==> config.mk <==
export PLATFORM = sky130hd
export DESIGN_NAME = voice_pool_envelope_engine
export DESIGN_NICKNAME = d
export VERILOG_FILES = /design/src/vpe_pkg.sv /design/src/voice_pool_envelope_engine.sv /design/src/vpe_ram.sv /design/src/vpe_div.sv /design/src/vpe_front.sv /design/src/vpe_back.sv
export SDC_FILE = /design/constraint.sdc
export NUM_CORES = 2
export LEC_CHECK = 0
export BUFFER_PORTS_ARGS = -buffer_cell sky130_fd_sc_hd__buf_2
export CORE_MARGIN = 3
export CORE_UTILIZATION = 35
export CTS_BUF_LIST = sky130_fd_sc_hd__clkbuf_16
export DETAILED_ROUTE_END_ITERATION = 6
export GPL_TIMING_DRIVEN = 0
export PLACE_DENSITY = 0.48
export SYNTH_ARGS = -nofsm -noshare
export SYNTH_HDL_FRONTEND = slang
export SYNTH_SLANG_ARGS = --single-unit
==> constraint.sdc <==
create_clock -name i_clk -period 8.2 [get_ports i_clk]
set_input_delay 0.41 -clock i_clk [delete_from_list [all_inputs] [get_ports i_clk]]
set_output_delay 0.41 -clock i_clk [all_outputs]
set_load 0.02 [all_outputs]
==> src/vpe_pkg.sv <==
// types and constants shared by the voice pool envelope engine
// no dependencies
package vpe_pkg;

    localparam int LEN_W  = 20;
    localparam int LVL_W  = 16;
    localparam int NOTE_W = 7;
    localparam int FRAC_W = 15;

    localparam logic [LVL_W-1:0] FULL_LEVEL = 16'h8000;

    // configuration register indexes
    localparam logic [1:0] CFG_ATTACK  = 2'd0;
    localparam logic [1:0] CFG_DECAY   = 2'd1;
    localparam logic [1:0] CFG_RELEASE = 2'd2;

    typedef enum logic [1:0] {
        ST_STOPPED = 2'd0,
        ST_ATTACK  = 2'd1,
        ST_DECAY   = 2'd2,
        ST_RELEASE = 2'd3
    } t_stage;

    typedef enum logic [1:0] {
        REQ_TICK = 2'd0,
        REQ_TRIG = 2'd1,
        REQ_REL  = 2'd2,
        REQ_NONE = 2'd3
    } t_req;

    typedef enum logic [2:0] {
        S_IDLE, S_RD, S_DAT, S_CALC, S_DIV, S_MUL, S_WR, S_EMIT
    } t_bstate;

    typedef enum logic [1:0] {
        PASS_TICK, PASS_SCAN, PASS_TRIG, PASS_REL
    } t_pass;

    typedef struct packed {
        t_stage              stage;
        logic [LEN_W-1:0]    count;
        logic [LVL_W-1:0]    level;
        logic [LVL_W-1:0]    rstart;
        logic [NOTE_W-1:0]   note;
        logic [LVL_W-1:0]    vel;
    } t_voice;

    typedef struct packed {
        t_req                kind;
        logic [NOTE_W-1:0]   note;
        logic [LVL_W-1:0]    vel;
    } t_cmd;

    typedef struct packed {
        logic [3:0]          idx;
        logic                act;
        logic [NOTE_W-1:0]   note;
        logic [LVL_W-1:0]    vel;
        logic [LVL_W-1:0]    level;
        logic [4:0]          rcnt;
        logic                last;
    } t_res;

    typedef struct packed {
        logic [LEN_W-1:0]    attack_len;
        logic [LEN_W-1:0]    decay_len;
        logic [LEN_W-1:0]    rel_len;
    } t_cfg;

endpackage

==> src/voice_pool_envelope_engine.sv <==
// voice pool envelope engine: a tick steps each voice through read, calc, divide when needed,
// multiply and write, and output stalls hold it while a result beat waits
// trigger: two ram passes over all voices, a scan and then a write
// release: one ram pass over all voices
// one command at a time in the back end; a two-beat queue takes input meanwhile until full
// reset: synchronous, clears control state and voice valid bits at once, no clearing pass
module voice_pool_envelope_engine #(
    parameter int NUM_VOICES = 16
) (
    input  logic        i_clk,
    input  logic        i_rst_n,
    input  logic        i_valid,
    output logic        o_ready,
    input  logic [1:0]  i_req_type,
    input  logic [6:0]  i_note,
    input  logic [15:0] i_velocity,
    output logic        o_valid,
    input  logic        i_ready,
    output logic [3:0]  o_voice_index,
    output logic        o_active,
    output logic [6:0]  o_voice_note,
    output logic [15:0] o_voice_velocity,
    output logic [15:0] o_level,
    output logic [4:0]  o_released_count,
    output logic        o_last,
    input  logic        i_cfg_we,
    input  logic [1:0]  i_cfg_idx,
    input  logic [19:0] i_cfg_data
);
    import vpe_pkg::*;

    t_cfg  r_cfg;
    t_cmd  cmd;
    logic  cmd_valid;
    logic  pop;
    t_res  res;

    // configuration registers
    always_ff @(posedge i_clk) begin
        if (!i_rst_n) begin
            r_cfg.attack_len <= 20'd0;
            r_cfg.decay_len  <= 20'd4800;
            r_cfg.rel_len    <= 20'd4800;
        end else if (i_cfg_we) begin
            unique case (i_cfg_idx)
                CFG_ATTACK:  r_cfg.attack_len <= i_cfg_data;
                CFG_DECAY:   r_cfg.decay_len  <= i_cfg_data;
                CFG_RELEASE: r_cfg.rel_len    <= i_cfg_data;
                default: begin
                end
            endcase
        end
    end

    vpe_front u_front (
        .i_clk       (i_clk),
        .i_rst_n     (i_rst_n),
        .i_valid     (i_valid),
        .o_ready     (o_ready),
        .i_req_type  (i_req_type),
        .i_note      (i_note),
        .i_velocity  (i_velocity),
        .o_cmd_valid (cmd_valid),
        .o_cmd       (cmd),
        .i_pop       (pop)
    );

    vpe_back #(
        .NUM_VOICES (NUM_VOICES)
    ) u_back (
        .i_clk       (i_clk),
        .i_rst_n     (i_rst_n),
        .i_cfg       (r_cfg),
        .i_cmd_valid (cmd_valid),
        .i_cmd       (cmd),
        .o_pop       (pop),
        .o_valid     (o_valid),
        .i_ready     (i_ready),
        .o_res       (res)
    );

    // result beat fields
    assign o_voice_index    = res.idx;
    assign o_active         = res.act;
    assign o_voice_note     = res.note;
    assign o_voice_velocity = res.vel;
    assign o_level          = res.level;
    assign o_released_count = res.rcnt;
    assign o_last           = res.last;

endmodule

==> src/vpe_ram.sv <==
// generic single write, single read ram with registered read data
// no dependencies
module vpe_ram #(
    parameter int WIDTH = 8,
    parameter int DEPTH = 16
) (
    input  logic                     i_clk,
    input  logic                     i_we,
    input  logic [$clog2(DEPTH)-1:0] i_waddr,
    input  logic [WIDTH-1:0]         i_wdata,
    input  logic [$clog2(DEPTH)-1:0] i_raddr,
    output logic [WIDTH-1:0]         o_rdata
);

    logic [WIDTH-1:0] r_mem [DEPTH];
    logic [WIDTH-1:0] r_rdata;

    // write port and registered read
    always_ff @(posedge i_clk) begin
        if (i_we) begin
            r_mem[i_waddr] <= i_wdata;
        end
        r_rdata <= r_mem[i_raddr];
    end

    assign o_rdata = r_rdata;

endmodule

==> src/vpe_div.sv <==
// restoring divider giving the 15-bit fraction (num << 15) / den for num < den
// depends on vpe_pkg
module vpe_div (
    input  logic                       i_clk,
    input  logic                       i_rst_n,
    input  logic                       i_start,
    input  logic [vpe_pkg::LEN_W-1:0]  i_num,
    input  logic [vpe_pkg::LEN_W-1:0]  i_den,
    output logic                       o_done,
    output logic [vpe_pkg::FRAC_W-1:0] o_quot
);
    import vpe_pkg::*;

    localparam logic [3:0] LAST_STEP = 4'(FRAC_W - 1);

    logic                r_busy;
    logic                r_done;
    logic [3:0]          r_step;
    logic [LEN_W-1:0]    r_rem;
    logic [LEN_W-1:0]    r_den;
    logic [FRAC_W-1:0]   r_quot;
    logic [LEN_W:0]      rem_sh;
    logic                take;

    // one quotient bit a cycle
    assign rem_sh = {r_rem, 1'b0};
    assign take   = rem_sh >= {1'b0, r_den};

    always_ff @(posedge i_clk) begin
        if (!i_rst_n) begin
            r_busy <= 1'b0;
            r_done <= 1'b0;
            r_step <= '0;
        end else begin
            r_done <= 1'b0;
            if (i_start) begin
                r_busy <= 1'b1;
                r_step <= '0;
            end else if (r_busy) begin
                r_step <= r_step + 4'd1;
                if (r_step == LAST_STEP) begin
                    r_busy <= 1'b0;
                    r_done <= 1'b1;
                end
            end
        end
    end

    // remainder and quotient
    always_ff @(posedge i_clk) begin
        if (i_start) begin
            r_rem  <= i_num;
            r_den  <= i_den;
            r_quot <= '0;
        end else if (r_busy) begin
            r_rem  <= take ? LEN_W'(rem_sh - {1'b0, r_den}) : LEN_W'(rem_sh);
            r_quot <= {r_quot[FRAC_W-2:0], take};
        end
    end

    assign o_done = r_done;
    assign o_quot = r_quot;

endmodule

==> src/vpe_front.sv <==
// front end: takes request beats, drops unknown types, queues commands
// depends on vpe_pkg
module vpe_front (
    input  logic                        i_clk,
    input  logic                        i_rst_n,
    input  logic                        i_valid,
    output logic                        o_ready,
    input  logic [1:0]                  i_req_type,
    input  logic [vpe_pkg::NOTE_W-1:0]  i_note,
    input  logic [vpe_pkg::LVL_W-1:0]   i_velocity,
    output logic                        o_cmd_valid,
    output vpe_pkg::t_cmd               o_cmd,
    input  logic                        i_pop
);
    import vpe_pkg::*;

    t_cmd        r_q [2];
    logic        r_wp;
    logic        r_rp;
    logic [1:0]  r_cnt;
    logic [1:0]  n_cnt;
    logic        push;
    t_req        kind;

    // classify the request
    assign kind    = t_req'(i_req_type);
    assign o_ready = r_cnt != 2'd2;
    assign push    = i_valid && o_ready && (kind != REQ_NONE);

    always_comb begin
        n_cnt = r_cnt;
        if (push && !i_pop) begin
            n_cnt = r_cnt + 2'd1;
        end else if (!push && i_pop) begin
            n_cnt = r_cnt - 2'd1;
        end
    end

    // queue control
    always_ff @(posedge i_clk) begin
        if (!i_rst_n) begin
            r_wp  <= 1'b0;
            r_rp  <= 1'b0;
            r_cnt <= '0;
        end else begin
            r_cnt <= n_cnt;
            if (push) begin
                r_wp <= ~r_wp;
            end
            if (i_pop) begin
                r_rp <= ~r_rp;
            end
        end
    end

    // queue storage
    always_ff @(posedge i_clk) begin
        if (push) begin
            r_q[r_wp] <= '{kind: kind, note: i_note, vel: i_velocity};
        end
    end

    assign o_cmd_valid = r_cnt != 2'd0;
    assign o_cmd       = r_q[r_rp];

endmodule

==> src/vpe_back.sv <==
// back end: sequences voice passes over the voice ram and drives results
// depends on vpe_pkg, vpe_ram, vpe_div
module vpe_back #(
    parameter int NUM_VOICES = 16
) (
    input  logic          i_clk,
    input  logic          i_rst_n,
    input  vpe_pkg::t_cfg i_cfg,
    input  logic          i_cmd_valid,
    input  vpe_pkg::t_cmd i_cmd,
    output logic          o_pop,
    output logic          o_valid,
    input  logic          i_ready,
    output vpe_pkg::t_res o_res
);
    import vpe_pkg::*;

    localparam int VW   = $clog2(NUM_VOICES);
    localparam int RW   = $bits(t_voice) + VW;
    localparam int NREP = (NUM_VOICES < 16) ? NUM_VOICES : 16;
    localparam int CW   = $clog2(NUM_VOICES + 1);
    localparam logic [VW-1:0] LAST_V   = VW'(NUM_VOICES - 1);
    localparam logic [VW-1:0] REP_LAST = VW'(NREP - 1);

    t_bstate            r_state;
    t_bstate            n_state;
    t_pass              r_pass;
    logic [VW-1:0]      r_v;
    t_cmd               r_cmd;
    t_voice             r_rec;
    logic [VW-1:0]      r_age;
    logic [NUM_VOICES-1:0] r_vld;
    logic               r_found;
    logic [VW-1:0]      r_sel;
    logic [VW-1:0]      r_old;
    logic [VW-1:0]      r_oldest;
    logic [CW-1:0]      r_cnt;
    logic [LVL_W-1:0]   r_frac;
    logic [31:0]        r_prod;
    t_res               r_res;
    logic               r_ovalid;
    t_res               r_out;

    logic [RW-1:0]      ram_rdata;
    logic [RW-1:0]      ram_wdata;
    logic               ram_we;
    t_voice             rec_rd;
    logic [VW-1:0]      age_rd;
    logic               slot_free;
    logic               last_v;

    // envelope step signals
    logic [LEN_W-1:0]   dlen;
    logic [LEN_W-1:0]   rlen;
    logic [LEN_W-1:0]   len_sel;
    logic [LEN_W:0]     num;
    logic [LEN_W:0]     c1;
    logic               skip_div;
    logic               div_start;
    logic               div_done;
    logic [FRAC_W-1:0]  div_quot;
    logic [16:0]        mul_b;
    logic [31:0]        prod;
    t_voice             tk_rec;
    logic [LVL_W-1:0]   tk_lvl;
    t_voice             tr_rec;
    logic [VW-1:0]      tr_age;
    logic [LVL_W-1:0]   vel_sat;
    logic               rl_hit;
    t_voice             rl_rec;
    logic [CW-1:0]      rl_sum;
    logic [4:0]         rl_sat;
    logic               sc_stop;
    t_voice             w_rec;
    logic [VW-1:0]      w_age;

    vpe_ram #(
        .WIDTH (RW),
        .DEPTH (NUM_VOICES)
    ) u_ram (
        .i_clk   (i_clk),
        .i_we    (ram_we),
        .i_waddr (r_v),
        .i_wdata (ram_wdata),
        .i_raddr (r_v),
        .o_rdata (ram_rdata)
    );

    vpe_div u_div (
        .i_clk   (i_clk),
        .i_rst_n (i_rst_n),
        .i_start (div_start),
        .i_num   (num[LEN_W-1:0]),
        .i_den   (len_sel),
        .o_done  (div_done),
        .o_quot  (div_quot)
    );

    // never written entries read as the reset voice
    always_comb begin
        if (r_vld[r_v]) begin
            rec_rd = t_voice'(ram_rdata[$bits(t_voice)-1:0]);
            age_rd = ram_rdata[RW-1:$bits(t_voice)];
        end else begin
            rec_rd = '{stage: ST_STOPPED, default: '0};
            age_rd = r_v;
        end
    end

    assign slot_free = !r_ovalid || i_ready;
    assign last_v    = r_v == LAST_V;

    // divider operands for the current stage
    assign dlen = (i_cfg.decay_len == '0) ? LEN_W'(1) : i_cfg.decay_len;
    assign rlen = (i_cfg.rel_len == '0) ? LEN_W'(1) : i_cfg.rel_len;

    always_comb begin
        unique case (r_rec.stage)
            ST_ATTACK: begin
                len_sel = i_cfg.attack_len;
                num     = {1'b0, r_rec.count} + 21'd1;
            end
            ST_DECAY: begin
                len_sel = dlen;
                num     = {1'b0, r_rec.count};
            end
            default: begin
                len_sel = rlen;
                num     = {1'b0, r_rec.count};
            end
        endcase
    end

    assign skip_div = (r_rec.stage == ST_STOPPED)
                   || (r_rec.stage == ST_ATTACK && i_cfg.attack_len == '0)
                   || (num >= {1'b0, len_sel});
    assign div_start = (r_state == S_CALC) && (r_pass == PASS_TICK) && !skip_div;

    // release scaling
    assign mul_b = 17'h08000 - {1'b0, r_frac};
    assign prod  = 32'(r_rec.rstart) * 32'(mul_b);

    // one envelope step
    assign c1 = {1'b0, r_rec.count} + 21'd1;

    always_comb begin
        tk_rec = r_rec;
        tk_lvl = '0;
        unique case (r_rec.stage)
            ST_STOPPED: begin
                tk_lvl = '0;
            end
            ST_ATTACK: begin
                if (i_cfg.attack_len == '0) begin
                    tk_rec.stage = ST_DECAY;
                    tk_rec.count = '0;
                    tk_lvl       = FULL_LEVEL;
                end else if (c1 >= {1'b0, i_cfg.attack_len}) begin
                    tk_rec.stage = ST_DECAY;
                    tk_rec.count = '0;
                    tk_lvl       = FULL_LEVEL;
                end else begin
                    tk_rec.count = c1[LEN_W-1:0];
                    tk_lvl       = r_frac;
                end
            end
            ST_DECAY: begin
                tk_lvl       = FULL_LEVEL - r_frac;
                tk_rec.count = c1[LEN_W-1:0];
                if (c1 >= {1'b0, dlen}) begin
                    tk_rec.stage = ST_STOPPED;
                end
            end
            ST_RELEASE: begin
                tk_lvl       = r_prod[30:15];
                tk_rec.count = c1[LEN_W-1:0];
                if (c1 >= {1'b0, rlen}) begin
                    tk_rec.stage = ST_STOPPED;
                end
            end
        endcase
        if (tk_lvl == '0) begin
            tk_rec.stage = ST_STOPPED;
        end
        tk_rec.level = (tk_rec.stage == ST_STOPPED) ? '0 : tk_lvl;
    end

    // trigger write: new voice or rank shift
    assign vel_sat = (r_cmd.vel > FULL_LEVEL) ? FULL_LEVEL : r_cmd.vel;

    always_comb begin
        tr_rec = r_rec;
        tr_age = (r_age > r_old) ? r_age - VW'(1) : r_age;
        if (r_v == r_sel) begin
            tr_rec.stage  = (i_cfg.attack_len != '0) ? ST_ATTACK : ST_DECAY;
            tr_rec.count  = '0;
            tr_rec.level  = (i_cfg.attack_len != '0) ? '0 : FULL_LEVEL;
            tr_rec.rstart = '0;
            tr_rec.note   = r_cmd.note;
            tr_rec.vel    = vel_sat;
            tr_age        = LAST_V;
        end
    end

    // release match
    assign rl_hit = (r_rec.stage != ST_STOPPED) && (r_rec.stage != ST_RELEASE)
                 && (r_rec.note == r_cmd.note);
    always_comb begin
        rl_rec = r_rec;
        if (rl_hit) begin
            rl_rec.rstart = r_rec.level;
            rl_rec.count  = '0;
            rl_rec.stage  = ST_RELEASE;
        end
    end
    assign rl_sum = r_cnt + CW'(rl_hit);
    assign rl_sat = (32'(rl_sum) > 32'd31) ? 5'd31 : 5'(rl_sum);

    assign sc_stop = r_rec.stage == ST_STOPPED;

    // write-back selection
    always_comb begin
        unique case (r_pass)
            PASS_TICK: begin
                w_rec = tk_rec;
                w_age = r_age;
            end
            PASS_TRIG: begin
                w_rec = tr_rec;
                w_age = tr_age;
            end
            default: begin
                w_rec = rl_rec;
                w_age = r_age;
            end
        endcase
    end

    assign ram_we    = (r_state == S_WR) && (r_pass != PASS_SCAN);
    assign ram_wdata = {w_age, w_rec};

    // next state
    always_comb begin
        n_state = r_state;
        unique case (r_state)
            S_IDLE: if (i_cmd_valid) n_state = S_RD;
            S_RD:   n_state = S_DAT;
            S_DAT:  n_state = S_CALC;
            S_CALC: begin
                if (r_pass != PASS_TICK) begin
                    n_state = S_WR;
                end else if (skip_div) begin
                    n_state = S_MUL;
                end else begin
                    n_state = S_DIV;
                end
            end
            S_DIV:  if (div_done) n_state = S_MUL;
            S_MUL:  n_state = S_WR;
            S_WR: begin
                priority if (r_pass == PASS_TICK && r_v <= REP_LAST) begin
                    n_state = S_EMIT;
                end else if (!last_v) begin
                    n_state = S_RD;
                end else if (r_pass == PASS_TICK) begin
                    n_state = S_IDLE;
                end else if (r_pass == PASS_SCAN) begin
                    n_state = S_RD;
                end else begin
                    n_state = S_EMIT;
                end
            end
            S_EMIT: begin
                if (slot_free) begin
                    n_state = (r_pass == PASS_TICK && !last_v) ? S_RD : S_IDLE;
                end
            end
            default: n_state = S_IDLE;
        endcase
    end

    // control outputs
    always_comb begin
        o_pop = (r_state == S_IDLE) && i_cmd_valid;
    end

    // control registers
    always_ff @(posedge i_clk) begin
        if (!i_rst_n) begin
            r_state  <= S_IDLE;
            r_pass   <= PASS_TICK;
            r_vld    <= '0;
            r_ovalid <= 1'b0;
        end else begin
            r_state <= n_state;
            if (o_pop) begin
                unique case (i_cmd.kind)
                    REQ_TRIG: r_pass <= PASS_SCAN;
                    REQ_REL:  r_pass <= PASS_REL;
                    default:  r_pass <= PASS_TICK;
                endcase
            end else if (r_state == S_WR && r_pass == PASS_SCAN && last_v) begin
                r_pass <= PASS_TRIG;
            end
            if (ram_we) begin
                r_vld[r_v] <= 1'b1;
            end
            if (r_state == S_EMIT && slot_free) begin
                r_ovalid <= 1'b1;
            end else if (i_ready) begin
                r_ovalid <= 1'b0;
            end
        end
    end

    // datapath registers
    always_ff @(posedge i_clk) begin
        unique case (r_state)
            S_IDLE: begin
                if (i_cmd_valid) begin
                    r_cmd    <= i_cmd;
                    r_v      <= '0;
                    r_found  <= 1'b0;
                    r_cnt    <= '0;
                    r_oldest <= '0;
                end
            end
            S_DAT: begin
                r_rec <= rec_rd;
                r_age <= age_rd;
            end
            S_CALC: begin
                r_frac <= FULL_LEVEL;
            end
            S_DIV: begin
                if (div_done) begin
                    r_frac <= {1'b0, div_quot};
                end
            end
            S_MUL: begin
                r_prod <= prod;
            end
            S_WR: begin
                unique case (r_pass)
                    PASS_SCAN: begin
                        if (!r_found && sc_stop) begin
                            r_found <= 1'b1;
                            r_sel   <= r_v;
                            r_old   <= r_age;
                        end
                        if (r_age == '0) begin
                            r_oldest <= r_v;
                        end
                        if (last_v && !r_found && !sc_stop) begin
                            r_sel <= (r_age == '0) ? r_v : r_oldest;
                            r_old <= '0;
                        end
                    end
                    PASS_TRIG: begin
                        if (r_v == r_sel) begin
                            r_res <= '{idx: 4'(r_v), act: 1'b1, note: r_cmd.note,
                                       vel: vel_sat, level: tr_rec.level,
                                       rcnt: '0, last: 1'b1};
                        end
                    end
                    PASS_REL: begin
                        r_cnt <= rl_sum;
                        r_res <= '{idx: '0, act: 1'b0, note: r_cmd.note, vel: '0,
                                   level: '0, rcnt: rl_sat, last: 1'b1};
                    end
                    default: begin
                        r_res <= '{idx: 4'(r_v), act: tk_rec.stage != ST_STOPPED,
                                   note: r_rec.note, vel: r_rec.vel,
                                   level: tk_rec.level, rcnt: '0,
                                   last: r_v == REP_LAST};
                    end
                endcase
                if (r_pass == PASS_SCAN && last_v) begin
                    r_v <= '0;
                end else if (!last_v && !(r_pass == PASS_TICK && r_v <= REP_LAST)) begin
                    r_v <= r_v + VW'(1);
                end
            end
            S_EMIT: begin
                if (slot_free) begin
                    r_out <= r_res;
                    if (r_pass == PASS_TICK && !last_v) begin
                        r_v <= r_v + VW'(1);
                    end
                end
            end
            default: begin
            end
        endcase
    end

    assign o_valid = r_ovalid;
    assign o_res   = r_out;

    // checks
    a_div_tick: assert property (@(posedge i_clk) disable iff (!i_rst_n)
        (r_state == S_DIV) |-> (r_pass == PASS_TICK))
        else $error("divider in use outside a tick pass");

    a_done_div: assert property (@(posedge i_clk) disable iff (!i_rst_n)
        div_done |-> (r_state == S_DIV))
        else $error("divider finished while not awaited");

    a_pop_read: assert property (@(posedge i_clk) disable iff (!i_rst_n)
        o_pop |=> (r_state == S_RD))
        else $error("command taken without starting a pass");

    a_load_emit: assert property (@(posedge i_clk) disable iff (!i_rst_n)
        $rose(r_ovalid) |-> $past(r_state == S_EMIT))
        else $error("result loaded outside the emit state");

    a_trig_act: assert property (@(posedge i_clk) disable iff (!i_rst_n)
        (r_state == S_EMIT && r_pass == PASS_TRIG) |-> r_res.act)
        else $error("trigger result shows an inactive voice");

endmodule
==> flow_summary.yaml <==
timing:
  tns_ns: 0
  setup_viol: 0
  final-hold-violation-count: 0
  slew_headroom_pct: 10.4
  fin_hold_ws_ns: 0.196
  drv_slew: 0
  fmax_mhz: 126
  tightestPinTransition_ns: 1.34
  rsz0062_at_grt: "true"
  period_needed_ns: 7.94
  finalCritPeriodShare_pct: 96.8
  skew_ns: 0.0598
cells_and_area:
  nets: 5956
  final_core_util_pct: 40.8
  drive_gt1_share_pct: 18.2
  fill_cells: 21100
  syn_to_final_growth_pct: 15.7
logic_synthesis:
  yosys.area.top_type: "edfxtp_1"
  synth_cells: 5049
  synth-seq-area-share_pct: 64.8
  synth.net_count: 5521
  synth_most_common_cell: "edfxtp_1"
  ys.flop_type: "edfxtp_1"
  synth.top_cell.area_share_pct: 60.2
  syn-cell-area_mm2: 0.0820
  synth_common_cells: "1644 x edfxtp_1, 438 x nand2_1, 409 x mux4_2, 391 x inv_1, 238 x and2_1"
  synth.area.top_cells: "edfxtp_1 60%, mux4_2 11%, fa_1 5.1%"
  synth_edf_count: 1644
  ys_ff_latch: 1833
  ys_async_sr_fraction_pct: 0
  syn_area_per_cell_um2: 16.2
  yosysUniqueCellTypes: 78
  yosysWarnings: 0
pwr:
  vdd_ir_drop_max_uv: 1060
  p_total_uw: 43200
  p_sw_uw: 17100
  power.share.sequential_pct: 30.1
  internal_power_uw: 26100
  p_per_area_mw_per_mm2: 455
  p_comb_share_pct: 50.3
  leakage_uw: 0.0327
  swShare_pct: 39.7
  p_clk_share_pct: 19.6
job:
  cap_violations: 0
setup_path:
  crit_required_ns: 8.75
  cp-start-kind: "flop"
  crit_path_max_fanout: 10
  reg2reg_to: "u_back.r_prod[29]$_DFFE_PP_"
  worstSetupPathType: "flop to flop"
  r2r_cells: 27
  worst_setup_path_end_kind: "flop"
  critPathArrivalTime_ns: 8.49
  cp-startpoint: "u_back.r_frac[3]$_SDFFCE_PN0P_"
  r2r-start: "u_back.r_frac[3]$_SDFFCE_PN0P_"
  rrSetupSlack_ns: 0.26
route:
  wirelength_um: 246000
  vias: 45900
  routedWlPerCell_um: 28.0
  drcViolationCount: 0
  via_per_inst: 5.22
  firstDrtPassIters: 6
  ant_nets: 0
  drt_iter0_drc: 4498
floorplanning:
  die_w_um: 490
  core_mm2: 0.233
  dieArea_mm2: 0.240
  ios: 104
  die_h_um: 490
  num_rows: 177
  initial_core_util_pct: 35.2
clock_tree:
  cts.htree.levels: 4
  path_clk_slew_ns: 0.06
  cts_tree: "built"
  clkSinkCount: 1833
  cts.path.max_buffers: 3
  cts_made_buffers: 190
  clock_latency_ns: 0.85
  root_buffer: "clkbuf_16"
global_routing:
  grt_pass1_vias: 46600
  grt_max_degree: 40
  overflow: 0
  grt_usage_pct: 20.3
  antenna_found_initial: 8
  grt_pass1_wl_um: 350000
run_status:
  outcome: "complete, no violations"
placement:
  gp_congestion: 0.823
  detailed_place_hpwl_um: 162000
  numPortBuffers: 102
min_path:
  hold_start: "i_cfg_we"
  whs_endpoint: "r_cfg[24]$_SDFFE_PN0P_"
  worstHoldPathCells: 4
  worstHoldPathType: "input port to flop"
## flip-flops by register name (all words and copies together), names as in the netlist, 20 cells and up, named ones only
name and flops:
r_cfg 60, u_back.o_res 50, u_back.r_cmd 23, u_back.r_rec 77, u_back.r_res 50, u_back.u_div.r_den 20
u_back.u_div.r_rem 20, u_back.u_ram.o_rdata 81, u_back.u_ram.r_mem 1296, u_front.r_q 50
## logic make-up after synthesis
logic type | after synthesis | synth area share [%]
and+or+nand+nor | 1068 | 6.33
muxes | 506 | 12.5
buffers and inverters | 636 | 2.93
AOI/OAI and AO/OA | 480 | 3.93
adders and majority gates | 420 | 8.31
xor gates and xnor gates | 106 | 1.14
DFF | 1833 | 64.8
## worst max-delay path, stage by stage (launching register included)
cell      delay [ns]
edfxtp_1        0.38
buf_6           0.16
nor4_2          0.39
nand4_1         0.31
nor3_2          0.31
xor2_2          0.15
buf_4           0.16
clkbuf_2        0.32
nand2_1         0.13
fa_1            0.53
fa_1            0.57
inv_1           0.06
fa_1            0.51
fa_1            0.50
fa_1            0.50
inv_1           0.05
fa_1            0.56
inv_1           0.06
ha_1            0.31
o21a_1          0.17
o21ai_0         0.21
nand2_1         0.14
nor4_2          0.27
a211o_1         0.18
o22ai_1         0.12
or2_2           0.30
a21oi_1         0.18
xnor2_1         0.08
## layout by cell type (no fill, tap or decap), types with 45 or more instances in the layout
| cell type | instances |
|---|---|
| edfxtp_1 | 1644 |
| buf_2 | 109 |
| mux4_2 | 409 |
| and2_1 | 225 |
| nor2_1 | 149 |
| dlygate4sd3_1 | 45 |
| nand2_1 | 437 |
| a21boi_0 | 56 |
| clkbuf_16 | 191 |
| clkinv_1 | 47 |
| inv_1 | 440 |
| dfxtp_1 | 189 |
| o21ai_0 | 79 |
| ha_1 | 213 |
| a21oi_1 | 89 |
| clkbuf_1 | 179 |
| xnor2_1 | 69 |
| fa_1 | 207 |
| mux2_2 | 57 |
## area by class of cell
cell class	count	area [um2]	area share (%)
flip-flops and latches	1833	53200	56.0
multi-input cells	2580	26800	28.2
clock buffers	191	4780	5.04
well taps	3132	3920	4.13
repair buffers	244	2490	2.62
inverters	391	1470	1.55
clock inverters	166	1300	1.37
plain buffers	244	998	1.05
diodes	3	7.51	0.00791
## through the flow
step / area [um2] / instances / setup slack, ns
2_1_floorplan: 82000 / 5049 / 0.693
3_3_place_gp: 86400 / 8283 / -6.65
3_5_place_dp: 87900 / 8360 / -2.10
4_1_cts: 94700 / 8766 / -0.0132
5_1_grt: 94900 / 8782 / -0.0582
6_report: 94900 / 8784 / 0.259
## metal layers
metal  wire length, um  track usage, %  vias to the layer above
li1                  -               -                    19800
met1            110000            29.0                    24300
met2            116000            32.5                     1465
met3             14300            3.04                      282
met4              5840            5.22                        0
met5                 0               0                        -
## power by group through the flow
stage               sequential (uW)  clock, uW  combinational (uW)
floorplan                     13000          0               14500
global placement              13300          0               21000
detailed placement            13200          0               21300
CTS                           13000       8640               21700
global route                  13000       8990               24300
finish                        13000       8460               21700
## timing repair
item / CTS / global route
setup endpoints to repair: 75 / 73
setup buffers: 5 / 15
pin swaps: 3 / 7
resized for setup: 45 / 31
hold buffers: 45 / 0
cloned: 0 / 0
hold endpoints to repair: 110 / 0
## how the worst max path moves through the flow
stage | depth (start not counted) | slack, ns | endpoint
after floorplan | 29 | 0.69 | u_back.r_prod[24]$_DFFE_PP_
after global placement | 3 | -6.65 | u_back.r_rec[43]$_SDFFCE_PN0P_
after detailed placement | 28 | -2.10 | u_back.r_prod[24]$_DFFE_PP_
after CTS | 28 | -0.01 | u_back.r_prod[24]$_DFFE_PP_
after global routing | 25 | -0.06 | u_back.r_prod[24]$_DFFE_PP_
final | 27 | 0.26 | u_back.r_prod[29]$_DFFE_PP_
(Power assumes the default switching activity.)
